## src/hdl/lmcs_pkg.sv

```systemverilog
package lmcs_pkg;

    localparam int MAX_KERNEL = 9;
    localparam int MAX_WIDTH  = 1024;
    localparam int MAX_HEIGHT = 1024;
    localparam int PIXEL_BITS = 16;
    localparam int POS_W      = 10;
    localparam int DIM_W      = 11;
    localparam int K_W        = 4;
    localparam int SLOT_W     = $clog2(MAX_KERNEL);
    localparam int COL_W      = $clog2(MAX_WIDTH);
    localparam int MEM_DEPTH  = MAX_KERNEL * MAX_WIDTH;
    localparam int ADDR_W     = $clog2(MEM_DEPTH);

    // Configuration register indexes.
    localparam logic [1:0] REG_KERNEL_SIZE  = 2'd0;
    localparam logic [1:0] REG_MASK_SHAPE   = 2'd1;
    localparam logic [1:0] REG_IMAGE_WIDTH  = 2'd2;
    localparam logic [1:0] REG_IMAGE_HEIGHT = 2'd3;

    // Mask shape codes.
    localparam logic [1:0] SHAPE_CIRCLE      = 2'd1;
    localparam logic [1:0] SHAPE_WIDE_CIRCLE = 2'd2;

    typedef struct packed {
        logic [PIXEL_BITS-1:0] pixel;
        logic                  start_of_frame;
    } in_t;

    typedef struct packed {
        logic [POS_W-1:0]      center_row;
        logic [POS_W-1:0]      center_col;
        logic [PIXEL_BITS-1:0] stretched;
        logic                  flat_window;
        logic                  last_of_frame;
    } out_t;

    // Saturated configuration as seen by the datapath.
    typedef struct packed {
        logic [K_W-1:0]   k;
        logic [K_W-2:0]   half;
        logic [1:0]       shape;
        logic [DIM_W-1:0] width;
        logic [DIM_W-1:0] height;
    } cfg_t;

    // One request handed from the front end to the back end.
    typedef struct packed {
        logic [PIXEL_BITS-1:0] pixel;
        logic [ADDR_W-1:0]     wr_addr;
        logic                  emit;
        logic [SLOT_W-1:0]     top_slot;
        logic [COL_W-1:0]      left;
        logic [POS_W-1:0]      out_row;
        logic [POS_W-1:0]      out_col;
        logic                  last;
    } job_t;

endpackage

```

## src/hdl/lmcs_front.sv

```systemverilog
module lmcs_front
(
    input  logic              clk,
    input  logic              rst_n,
    input  logic              in_valid,
    input  lmcs_pkg::in_t     in_data,
    output logic              in_stall,
    input  lmcs_pkg::cfg_t    cfg,
    input  logic              q_full,
    output logic              push,
    output lmcs_pkg::job_t    job
);

    localparam int POS_W  = lmcs_pkg::POS_W;
    localparam int SLOT_W = lmcs_pkg::SLOT_W;

    logic [lmcs_pkg::POS_W-1:0]  row_reg, row_next, col_reg, col_next;
    logic [lmcs_pkg::SLOT_W-1:0] slot_reg, slot_next;
    logic [lmcs_pkg::POS_W-1:0]  r_cur, c_cur;
    logic [lmcs_pkg::SLOT_W-1:0] s_cur;
    logic [11:0] km1, rlim, clim, r12, c12;
    logic [lmcs_pkg::DIM_W-1:0] c1, r1;
    logic [lmcs_pkg::SLOT_W+1:0] top_sum;
    logic [lmcs_pkg::POS_W-1:0] back_off;

    assign in_stall = q_full;
    assign push     = in_valid && !q_full;

    always_comb
    begin
        r_cur = in_data.start_of_frame ? '0 : row_reg;
        c_cur = in_data.start_of_frame ? '0 : col_reg;
        s_cur = in_data.start_of_frame ? '0 : slot_reg;
        km1   = 12'(cfg.k) - 12'd1;
        rlim  = 12'(cfg.height) + km1 - 12'({cfg.half, 1'b0});
        clim  = 12'(cfg.width) + km1 - 12'({cfg.half, 1'b0});
        r12   = 12'(r_cur);
        c12   = 12'(c_cur);
        back_off = POS_W'(cfg.k) - POS_W'(1) - POS_W'(cfg.half);

        top_sum = (SLOT_W+2)'(s_cur) + (SLOT_W+2)'(lmcs_pkg::MAX_KERNEL) - (SLOT_W+2)'(km1);
        if (top_sum >= (SLOT_W+2)'(lmcs_pkg::MAX_KERNEL))
        begin
            top_sum = top_sum - (SLOT_W+2)'(lmcs_pkg::MAX_KERNEL);
        end

        job.pixel    = in_data.pixel;
        job.wr_addr  = lmcs_pkg::ADDR_W'({s_cur, c_cur});
        job.emit     = (r12 >= km1) && (c12 >= km1) && (r12 < rlim) && (c12 < clim);
        job.top_slot = top_sum[lmcs_pkg::SLOT_W-1:0];
        job.left     = lmcs_pkg::COL_W'(c_cur - POS_W'(km1));
        job.out_row  = r_cur - back_off;
        job.out_col  = c_cur - back_off;
        job.last     = (r12 == rlim - 12'd1) && (c12 == clim - 12'd1);

        c1 = lmcs_pkg::DIM_W'(c_cur) + 11'd1;
        r1 = lmcs_pkg::DIM_W'(r_cur) + 11'd1;
        row_next  = r_cur;
        slot_next = s_cur;
        col_next  = c1[lmcs_pkg::POS_W-1:0];
        if (c1 >= cfg.width)
        begin
            col_next = '0;
            if (r1 >= cfg.height)
            begin
                row_next  = '0;
                slot_next = '0;
            end
            else
            begin
                row_next  = r1[lmcs_pkg::POS_W-1:0];
                slot_next = (s_cur == SLOT_W'(lmcs_pkg::MAX_KERNEL - 1)) ? '0 : s_cur + 1'b1;
            end
        end
    end

    always_ff @(posedge clk or negedge rst_n)
    begin
        if (!rst_n)
        begin
            row_reg  <= '0;
            col_reg  <= '0;
            slot_reg <= '0;
        end
        else if (push)
        begin
            row_reg  <= row_next;
            col_reg  <= col_next;
            slot_reg <= slot_next;
        end
    end

endmodule

```

## config.mk

```make
export PLATFORM = sky130hd
export DESIGN_NAME = lmcs_front
export DESIGN_NICKNAME = d
export VERILOG_FILES = /design/src/hdl/lmcs_pkg.sv /design/src/hdl/lmcs_front.sv
export SDC_FILE = /design/constraint.sdc
export NUM_CORES = 1
export LEC_CHECK = 0
export BUFFER_PORTS_ARGS = -buffer_cell sky130_fd_sc_hd__clkbuf_2
export CAP_MARGIN = 20
export CORE_MARGIN = 2
export CORE_UTILIZATION = 25
export DETAILED_ROUTE_END_ITERATION = 12
export GPL_ROUTABILITY_DRIVEN = 0
export MAX_ROUTING_LAYER = met4
export SETUP_SLACK_MARGIN = 0.2
export SYNTH_ARGS = -nofsm -noshare
export SYNTH_HDL_FRONTEND = slang
export SYNTH_SLANG_ARGS = --single-unit
```

## constraint.sdc

```tcl
create_clock -name clk -period 5.6 [get_ports clk]
set_input_delay 0.28 -clock clk [delete_from_list [all_inputs] [get_ports clk]]
set_output_delay 0.28 -clock clk [all_outputs]
set_load 0.02 [all_outputs]
```

==> summary.md <==
| Metric | Value |
|---|---|
| Slew HR | 38.5% |
| First DRT Iteration DRCs | 263 |
| Status | complete, no violations |
| Cts bufs inserted | 3 |
| Post-CTS Setup Inserts | 0 |
| First-pass GRT wire length | 28400 microns |
| DIE AREA | 28100 sq um |
| Critical path peak fanout | 6 |
| DRC Markers | 0 |
| Worst setup SP type | input port |
| Fin Clk Skew | 0.00205 ns |
| Area grow syn2layout | 12.9% |
| DP Cell Count | 1261 |
| WL/cell | 13.9 microns |
| Distinct cell type count after synthesis | 80 |
| Max Cap Viol | 0 |
| Clk Latency, worst-skew pair | 0.26 ns |
| Count of input and output buffers | 85 |
| Pwr Density | 186 nW/um^2 |
| Clock slew at reported path FFs | 0.06 ns |
| Post-CTS Hold Buffers | 0 |
| Via count | 6040 |
| Layout cell share with drive strength beyond 1 | 14.2% |
| Dpl hpwl | 15300 microns |
| Max Fclk | 196 MHz |
| Synth Cell Area | 6710 sq um |
| Critical-path cell list | clkbuf_2 -> inv_1 -> ha_1 -> xnor2_1 -> buf_4 -> fa_1 -> inv_1 -> ha_1 -> a2111oi_4 -> o21bai_1 -> a2111oi_4 -> nand2_2 -> nor4_1 -> a311oi_1 -> or4_4 -> nor4_2 -> clkbuf_2 |
| H-tree depth | 1 |
| Vias per cell | 4.77 |
| Die Y | 168 microns |
| Clock Tree Buf Depth | 2 |
| Routed Antenna Nets | 0 |
| Peak supply drop | 0.0000824 V |
| Post-synth EDFFs | 0 |
| Worst Path Arrival | 4.81 ns |
| Avg Inst Size Synth | 7.79 sq um |
| Vias in the first global route | 5672 |
| Crit. Startpoint | cfg[27] |
| Chip width | 168 microns |
| Leakage | 3.89 nW |
| Setup CP Type | input port to output port |
| Crit path capture type | output port |
| Global route total overflow | 0 |
| Post-route insts no fill | 1265 |
| Total I/O pin count | 120 |
| Period utilisation layout | 90.9% |
| Fin nets | 1128 |
| Cells after synthesis | 861 |
| Root Driver | clkbuf_16 |
| RSZ-0062 raised after global routing | no |
| Final core utilization | 28.9% |
| GRT Resource Usage Total | 12.7% |
| Worst stage delay on the critical path | 0.51 ns |
| Final setup viols | 0 |
| TritonCTS Sinks | 24 |
| Post-synthesis sequential area ratio | 8.96% |
| Number of synthesis warnings | 0 |
| Initial antenna violation count | 0 |
| Filler cells | 2796 |
| Final Hold Fails | 0 |
| Min cycle time layout | 5.09 ns |
| Total negative setup slack | 0 ns |
| FF-to-FF path depth | 15 |
| Reg-to-reg startpoint | row_reg[1] |
| Net Count, Synth | 1058 |
| Min-Delay Path Class | input port to async pin |
| Slew at the pin closest to its max-slew limit | 0.921 ns |
| Core region area | 26200 sq um |
| Drt first pass iters | 4 |
| Diodes inserted | 0 |
| Pin count of the biggest net entering global routing | 31 |
| Initial Utilization | 25.6% |
| Flops & latches, synth | 24 |
| Slowest CP cell | or4_4 |
| R2r endpoint | row_reg[5] |
| Wirelength, routed | 17600 microns |
| Cell Rows | 59 |
| Fraction of registers with async set or reset after synthesis | 100% |
| Data required time of the worst path | 5.32 ns |
| CTS tree | yes |
| Top_reg_cell synth | dfrtp_1 |
| Hold_ws | 0.0378 ns |
| Post-CTS sizing | 0 |
| Final Slew Violations | 0 |
| R2R setup slack | 1.39 ns |
==> cell families (layout without fill, tap and decap cells) <==
logic type | Yosys count | count (layout) | synth area share, %
buf+inv | 149 | 218 | 9.29
xor+xnor | 76 | 76 | 10.7
flops | 24 | 24 | 8.96
compound gates | 200 | 200 | 20.9
fa+ha+maj | 147 | 147 | 28.6
simple gates | 260 | 260 | 20.8
mux | 5 | 5 | 0.784
==> worst max-delay path, delay by kind of cell <==
family          cells  cell delay [ns]
buf+inv             5             0.79
fa+ha+maj           3             1.12
xor+xnor            1             0.08
simple gates        4             1.29
compound gates      4             1.24
==> through the flow <==
| stage | worst slack, ns | cell area [sq um] | total power, mW |
|---|---|---|---|
| after CTS | 0.484 | 7570 | 1.42 |
| after floorplan | 0.831 | 6710 | 0.988 |
| after global placement | 0.535 | 7460 | 1.19 |
| final | 0.508 | 7570 | 1.41 |
| after detailed placement | 0.498 | 7460 | 1.21 |
| after global routing | 0.201 | 7570 | 1.54 |
==> where the power goes <==
part / internal, mW / switching, mW / leakage (nW)
registers: 0.178 / 0.00765 / 0.332
clock network: 0.142 / 0.0627 / 0.0511
logic: 0.402 / 0.616 / 3.50
==> worst max-delay path by stage <==
stage	to	slack, ns	cells past startpoint
final	job[0]	0.51	17
after global routing	job[0]	0.20	17
after CTS	job[0]	0.48	17
after detailed placement	job[0]	0.50	18
after global placement	job[35]	0.53	19
after floorplan	job[0]	0.83	15
==> per-layer routing <==
layer  wire [microns]  vias up  share of wire [%]  global-route usage [%]
li1                 -     3129                  -                       -
met1             8960     2798                 51                    17.6
met2             7860      107                 45                    20.5
met3              688        6                3.9                    1.46
met4              118        0               0.67                    1.59
met5                0        -                  0                       -
==> synth_stat cells (13+ instances only) <==
master	n	area [sq um]
a21o_1	15	113
a21oi_1	42	210
buf_4	17	128
clkbuf_1	17	63.8
dfrtp_1	24	601
ha_1	134	1680
inv_1	115	432
nand2_1	66	248
nand2b_1	27	169
nand3_1	16	80.1
nor2_1	47	176
nor2b_1	27	169
nor3_1	18	90.1
o21a_1	13	97.6
o21ai_0	46	230
xnor2_1	48	420
xor2_1	23	201
==> final cells by class <==
type                       instances  area, sq um  area share, %
timing repair buffer              99          531           7.01
tap                              335          419           5.54
inverter                         115          432           5.70
multi-input combinational        688         5480           72.4
clock inverter                     1         30.0          0.397
sequential                        24          601           7.94
clock buffer                       3         75.1          0.992
==> cell usage in the layout, fill, tap and decap left out, types with 4 or more instances in the layout <==
cell,count
nor3b_1,5
a31oi_1,6
ha_1,134
fa_1,11
dfrtp_1,24
o21ai_1,5
nor2_1,47
nand3_1,16
nor3_1,18
xor2_1,23
a21boi_0,7
a22o_1,9
clkbuf_2,85
a21o_1,15
or3_1,5
nand2_1,66
nor4_1,11
o211ai_1,10
and3_1,11
o31ai_1,4
xnor2_1,48
o21bai_1,5
o21ai_0,46
inv_1,115
o21a_1,13
a211oi_1,4
a21oi_1,42
nor2b_1,27
nand2b_1,27
nand4_1,4
buf_4,14
Note: power is estimated with default switching activity, not from simulation.
