==> config.mk <==
export PLATFORM = sky130hd
export DESIGN_NAME = lmcs_queue
export DESIGN_NICKNAME = d
export VERILOG_FILES = /design/src/hdl/lmcs_pkg.sv /design/src/hdl/lmcs_queue.sv
export SDC_FILE = /design/constraint.sdc
export NUM_CORES = 1
export LEC_CHECK = 0
export BUFFER_PORTS_ARGS = -buffer_cell sky130_fd_sc_hd__buf_4
export CELL_PAD_IN_SITES_DETAIL_PLACEMENT = 1
export CELL_PAD_IN_SITES_GLOBAL_PLACEMENT = 1
export CORE_MARGIN = 8
export CORE_UTILIZATION = 40
export CTS_CLUSTER_SIZE = 30
export DETAILED_ROUTE_END_ITERATION = 16
export PLACE_DENSITY_LB_ADDON = 0.1
export SLEW_MARGIN = 20
export SYNTH_ARGS = -nofsm -noshare
export SYNTH_HDL_FRONTEND = slang
export SYNTH_SLANG_ARGS = --single-unit
==> constraint.sdc <==
create_clock -name clk -period 7.6 [get_ports clk]
set_input_delay 1.52 -clock clk [delete_from_list [all_inputs] [get_ports clk]]
set_output_delay 1.52 -clock clk [all_outputs]
set_load 0.03 [all_outputs]
==> src/hdl/lmcs_pkg.sv <==
package lmcs_pkg;

    localparam int MAX_KERNEL = 9;
    localparam int MAX_WIDTH  = 1024;
    localparam int MAX_HEIGHT = 1024;
    localparam int PIXEL_BITS = 16;
    localparam int POS_W      = 10;
    localparam int DIM_W      = 11;
    localparam int K_W        = 4;
    localparam int SLOT_W     = $clog2(MAX_KERNEL);
    localparam int COL_W      = $clog2(MAX_WIDTH);
    localparam int MEM_DEPTH  = MAX_KERNEL * MAX_WIDTH;
    localparam int ADDR_W     = $clog2(MEM_DEPTH);

    // Configuration register indexes.
    localparam logic [1:0] REG_KERNEL_SIZE  = 2'd0;
    localparam logic [1:0] REG_MASK_SHAPE   = 2'd1;
    localparam logic [1:0] REG_IMAGE_WIDTH  = 2'd2;
    localparam logic [1:0] REG_IMAGE_HEIGHT = 2'd3;

    // Mask shape codes.
    localparam logic [1:0] SHAPE_CIRCLE      = 2'd1;
    localparam logic [1:0] SHAPE_WIDE_CIRCLE = 2'd2;

    typedef struct packed {
        logic [PIXEL_BITS-1:0] pixel;
        logic                  start_of_frame;
    } in_t;

    typedef struct packed {
        logic [POS_W-1:0]      center_row;
        logic [POS_W-1:0]      center_col;
        logic [PIXEL_BITS-1:0] stretched;
        logic                  flat_window;
        logic                  last_of_frame;
    } out_t;

    // Saturated configuration as seen by the datapath.
    typedef struct packed {
        logic [K_W-1:0]   k;
        logic [K_W-2:0]   half;
        logic [1:0]       shape;
        logic [DIM_W-1:0] width;
        logic [DIM_W-1:0] height;
    } cfg_t;

    // One request handed from the front end to the back end.
    typedef struct packed {
        logic [PIXEL_BITS-1:0] pixel;
        logic [ADDR_W-1:0]     wr_addr;
        logic                  emit;
        logic [SLOT_W-1:0]     top_slot;
        logic [COL_W-1:0]      left;
        logic [POS_W-1:0]      out_row;
        logic [POS_W-1:0]      out_col;
        logic                  last;
    } job_t;

endpackage

==> src/hdl/lmcs_queue.sv <==
module lmcs_queue
(
    input  logic           clk,
    input  logic           rst_n,
    input  logic           push,
    input  lmcs_pkg::job_t push_job,
    output logic           full,
    input  logic           pop,
    output logic           valid,
    output lmcs_pkg::job_t head
);

    lmcs_pkg::job_t entry_reg [2];
    logic       wr_ptr_reg, rd_ptr_reg;
    logic [1:0] count_reg;

    assign full  = (count_reg == 2'd2);
    assign valid = (count_reg != 2'd0);
    assign head  = entry_reg[rd_ptr_reg];

    always_ff @(posedge clk)
    begin
        if (push)
        begin
            entry_reg[wr_ptr_reg] <= push_job;
        end
    end

    always_ff @(posedge clk or negedge rst_n)
    begin
        if (!rst_n)
        begin
            wr_ptr_reg <= 1'b0;
            rd_ptr_reg <= 1'b0;
            count_reg  <= 2'd0;
        end
        else
        begin
            if (push)
            begin
                wr_ptr_reg <= !wr_ptr_reg;
            end
            if (pop)
            begin
                rd_ptr_reg <= !rd_ptr_reg;
            end
            count_reg <= count_reg + 2'(push) - 2'(pop);
        end
    end

endmodule

==> results of run 1 <==
worst max-delay path: stages, from the launching register on:
cell	delay (ns)
dfrtp_4	0.79
buf_12	0.32
mux2_2	0.38
buf_4	0.17
cell type report:
type                            instances  area [µm²]
Clock inverter                          8        32.5
Sequential cell                       136        4070
Clock buffer                           23         448
Multi-Input combinational cell         75         957
Fill cell                            1167        5730
Timing Repair Buffer                  139        1060
Tap cell                              172         215
Inverter                                2        7.51
routing by layer:
layer  routed length (µm)  up-vias  global-route usage
li1                     -     1175                   -
met1                 4050     1238               0.136
met2                 5000       88               0.206
met3                  799       16              0.0559
met4                  190        0              0.0684
met5                    0        -                   0
stage by stage:
stage	util	hold WS, ns
6_report	0.542	0.554
4_1_cts	0.540	0.556
3_3_place_gp	0.502	0.534
5_1_grt	0.542	0.598
2_1_floorplan	-	0.455
3_5_place_dp	0.502	0.545
synth_stat cells:
| library cell | count |
|---|---|
| mux2_2 | 36 |
| and2_1 | 1 |
| dfrtp_1 | 4 |
| buf_6 | 3 |
| xor2_1 | 2 |
| buf_4 | 1 |
| inv_1 | 2 |
| ha_1 | 2 |
| nor2b_1 | 2 |
| xor3_1 | 1 |
| mux2_4 | 30 |
| or2_2 | 1 |
| edfxtp_1 | 132 |
| buf_2 | 3 |
cell families after synthesis:
kind of cell | after synthesis
xor+xnor | 3
fa+ha+maj | 2
buf+inv | 9
flops | 136
mux | 66
simple gates | 4
path summary, 6_finish.rpt:
check                                         to  slack [ns]  depth (start not counted)
max in group asynchronous             rd_ptr_reg        6.58                          1
worst min-delay path                  wr_ptr_reg        0.55                          1
worst max register to register  entry_reg[0][12]        5.48                          2
worst min register to register        wr_ptr_reg        0.55                          1
worst max-delay path                     head[4]        3.99                          3
min in group asynchronous           count_reg[0]        0.90                          1
where the power goes:
| part | leakage (nW) | switching, mW | internal, mW |
|---|---|---|---|
| sequential | 1.28 | 0.0785 | 1.00 |
| combinational | 1.13 | 0.566 | 0.441 |
| clock | 0.234 | 0.268 | 0.405 |
| total | 2.64 | 0.913 | 1.85 |
==> impl_metrics.ini, run 1 <==
[run_status]
status = finished clean

[power]
power_density_nw_per_um2 = 407
p_leak_nw = 2.64
p_total_mw = 2.76
ir_drop_uv = 285

[clock_tree]
cts-resized-gates = 0
clk_pin_slew_ns = 0.05
cts_tree = yes
cts_made_buffers = 17
clock_path_buffers = 2
holdBufCountCts = 0
clk_latency_ns = 0.41
cts_root_buf = clkbuf_16
cts_sinks = 136
cts_setup_buffers = 0
cts-htree-levels = 4

[placed_design]
dp_slack_ns = 4.16
gp_congestion = 0.701
hpwl_mm = 6.61
dpl.cell_count = 523
place_area_um2 = 6280
io_buffer_count = 137

[logic_synthesis]
synth_top_family_by_area = multiplexers
syn_avg_cell_area_um2 = 23.1
synthMuxAreaShare = 0.169
syn-cell-area_um2 = 5070
synth.area.top_cells = edfxtp_1 78%, mux2_4 8.9%, mux2_2 8.0%
synth_top_cell_area_share = 0.781
synth_xor_area_frac = 0.00814
synth_nets = 292
synth_seq_area_share = 0.801
synth-compound-area-share = 0
synthAdderAreaFrac = 0.00493
synth_seq_cells = 136
synth_area_leader_cell = edfxtp_1
yosys.area_share.simple = 0.00493
synthCells = 220
synth_cell_types = 14
ys_warn_count = 0

[finish]
largest_register_ffs = 132
nNetsFinal = 443
stdcell_count = 555
diodes = 0
drive_above_1_share = 0.595
final_cell_mix = 138 x buf_4, 132 x edfxtp_1, 36 x mux2_2
area.growth.synth_to_final_pct = 33.7
layout_commonest_cell = buf_4
post-route-cell-area_um2 = 6780

[floorplan]
die-width_um = 129
initial_core_util = 0.405
rows = 41
ioPinCount = 138
dieArea_um2 = 16500
core_um2 = 12500
dieHeight_um = 129

[sta]
min_period_over_period = 0.475
max_freq_ghz = 0.277
final-setup-viol-count = 0
worst_slack_ns = 3.99
finalCriticalPeriod_ns = 3.61
slew_headroom = 0.373
worst_pin_slew_ns = 0.940
rsz0062_at_grt = no
finClkSkew_ns = 0.00449
hold_violations = 0
maxSlewViolCount = 0
finalSetupTns_ns = 0

[grt]
grt_remaining_overflow = 0
grt_pass1_vias = 2946
antenna_found_initial = 0
grt_max_degree = 68
grt_pass1_wl_mm = 15.4
track_usage = 0.126

[drt]
drt_wl_total_mm = 10.0
drt-wirelength-per-cell_um = 18.1
num_vias = 2517
via_per_inst = 4.54
ant_nets = 0
firstDrtPassIters = 4
drc = 0
initialDrtViolationCount = 93

[critical_path]
critPathCaptureType = output pin
cp.required_ns = 6.08
crit_path_max_fanout = 38
critPathKind = register to output pin
worstPathArrival_ns = 2.09
r2r_start = wr_ptr_reg
cp-startpoint = rd_ptr_reg
startpoint_type = register

[min_path]
hold_path.startpoint = wr_ptr_reg
hold_class = register to register

[job]
maxCapViolCount = 0
Power figures use the tool's default switching activity.
==> inputs of run 2 (changes only) <==
--- a/config.mk
+++ b/config.mk
@@ -5,6 +5,7 @@
 export SDC_FILE = /design/constraint.sdc
 export NUM_CORES = 1
 export LEC_CHECK = 0
+export ABC_AREA = 1
 export BUFFER_PORTS_ARGS = -buffer_cell sky130_fd_sc_hd__buf_4
 export CELL_PAD_IN_SITES_DETAIL_PLACEMENT = 1
 export CELL_PAD_IN_SITES_GLOBAL_PLACEMENT = 1
==> constraint.sdc (replaced) <==
create_clock -name clk -period 3.5 [get_ports clk]
set_input_delay 0.7 -clock clk [delete_from_list [all_inputs] [get_ports clk]]
set_output_delay 0.7 -clock clk [all_outputs]
set_load 0.03 [all_outputs]
==> run 2 against run 1 <==
- cell area increased by 2.3%
- flip-flop and latch count stayed put
- hold slack worse by 0.48 ns
- utilization rose by 1.0 points
- wire length is 14% higher
- synthesized cell count is 68% higher
- clock skew up 0.00074 ns
- power rose by 140%
- final cell count grew 26%
- die area rose by 0.80%
- critical endpoint is now head[9]
- largest cell class unchanged
- highest routed layer unchanged
==> impl_metrics.ini, run 2 <==
[critical_path]
worstPathArrival_ns = 2.05
cp_top_family = flip-flops
critPathCaptureType = output pin
crit_path_max_incr_delay_ns = 0.81
path_cells = buf_12 -> nand2_1 -> o21ai_0 -> buf_4
crit_path_max_fanout = 69
startpoint_type = register
critPathSlowestCell = dfrtp_4
cp.required_ns = 2.80
cp_num_buf_inv = 2
reg2reg_to = entry_reg[1][42]
r2r_start = wr_ptr_reg
r2r_slack_ns = 1.79
r2r_cells = 3
critPathKind = register to output pin

[placed_design]
io_buffer_count = 137
hpwl_mm = 7.73
gp_congestion = 0.744
place_area_um2 = 6310
dpl.cell_count = 668

[power]
p_total_mw = 6.53
power_density_nw_per_um2 = 941
p_leak_nw = 2.95
ir_drop_uv = 465

[logic_synthesis]
synth-compound-area-share = 0.0645
synth_nets = 441
ys.flop_type = edfxtp_1
synth_area_leader_cell = edfxtp_1
synth.area.top_cells = edfxtp_1 77%, o21ai_0 6.5%, inv_1 5.4%
yosys.area_share.simple = 0.0559
synth_seq_cells = 136
synth_top_family_by_area = buffers and inverters
synth_top_cell_area_share = 0.774
synthAdderAreaFrac = 0.00489
synth_seq_area_share = 0.794
synthMuxAreaShare = 0
synth_edf_count = 132
synth_most_common_cell = edfxtp_1
synth_cell_types = 13
syn-cell-area_um2 = 5120
synth-async-reset-ratio = 0.0294
syn_avg_cell_area_um2 = 13.9
ys_warn_count = 0
yosys-top-cells-count = 132 x edfxtp_1, 73 x inv_1, 73 x nand2_1, 66 x o21ai_0
synthCells = 369
synth_xor_area_frac = 0.00342

[clock_tree]
cts-htree-levels = 4
cts_root_buf = clkbuf_16
cts_setup_buffers = 0
cts_sinks = 136
holdBufCountCts = 0
cts_made_buffers = 17
cts_tree = yes
cts-resized-gates = 0
clock_path_buffers = 2
clk_latency_ns = 0.41
clk_pin_slew_ns = 0.06

[drt]
drt_wl_total_mm = 11.4
drt-wirelength-per-cell_um = 16.3
ant_nets = 0
num_vias = 3161
via_per_inst = 4.52
firstDrtPassIters = 6
drc = 0
initialDrtViolationCount = 122

[sta]
whs_ns = 0.0758
maxSlewViolCount = 0
min_period_over_period = 0.785
hold_violations = 0
finalCriticalPeriod_ns = 2.75
finClkSkew_ns = 0.00523
rsz0062_at_grt = no
slew_headroom = 0.522
finalSetupTns_ns = 0
final-setup-viol-count = 0
max_freq_ghz = 0.364
worst_pin_slew_ns = 0.716

[floorplan]
dieHeight_um = 129
rows = 41
core_um2 = 12600
initial_core_util = 0.407
die-width_um = 129
dieArea_um2 = 16700
ioPinCount = 138

[run_status]
status = finished clean

[finish]
stdcell_count = 700
nNetsFinal = 587
area.growth.synth_to_final_pct = 35.5
diodes = 0
largest_register_ffs = 132
fillers = 1292
layout_commonest_cell = buf_4
post-route-cell-area_um2 = 6940
final_cell_mix = 139 x buf_4, 132 x edfxtp_1, 73 x nand2_1
drive_above_1_share = 0.328

[job]
maxCapViolCount = 0

[grt]
grt_remaining_overflow = 0
grt_pass1_wl_mm = 17.5
track_usage = 0.142
antenna_found_initial = 0
grt_pass1_vias = 3440
grt_max_degree = 70

[min_path]
hold_class = input pin to asynchronous set/reset pin
## run 2: worst max path at each step
stage | startpoint | endpoint | slack, ns | depth (start not counted)
final | rd_ptr_reg | head[9] | 0.75 | 4
after global routing | rd_ptr_reg | head[45] | 0.60 | 4
after CTS | rd_ptr_reg | head[45] | 0.72 | 4
after detailed placement | rd_ptr_reg | head[0] | 1.18 | 4
after global placement | rd_ptr_reg | head[0] | 1.21 | 4
after floorplan | push | entry_reg[0][0] | 0.64 | 2
## run 2: layout make-up
class	instances	area, µm²	area share
sequential	136	4070	0.586
timing repair buffer	141	1080	0.156
multi-input combinational	146	667	0.0961
inverter	73	274	0.0395
tap	172	215	0.0310
clock inverter	14	205	0.0296
clock buffer	18	429	0.0618
## run 2: cell families after synthesis
logic type | Yosys count
XOR/XNOR | 2
flip-flops | 136
adder cells (fa/ha/maj) | 2
buffers and inverters | 87
AND/OR/NAND/NOR | 76
AO/OA/AOI/OAI | 66
## run 2: per-layer routing
| layer | GRT usage | share of wire | up-vias |
|---|---|---|---|
| met1 | 0.148 | 0.40 | 1522 |
| met5 | 0 | 0 | - |
| met3 | 0.0592 | 0.080 | 19 |
| met2 | 0.241 | 0.50 | 92 |
| met4 | 0.0746 | 0.019 | 0 |
| li1 | - | - | 1528 |
## run 2: per-stage QoR
step	worst slack (ns)	utilization
final	0.753	0.552
after global routing	0.602	0.552
after CTS	0.716	0.552
after detailed placement	1.18	0.502
after global placement	1.21	0.502
after floorplan	0.643	-
## run 2: where the power goes
| group | internal (mW) | switching, mW |
|---|---|---|
| clock | 1.26 | 0.643 |
| combinational | 0.741 | 1.55 |
| sequential | 2.17 | 0.180 |
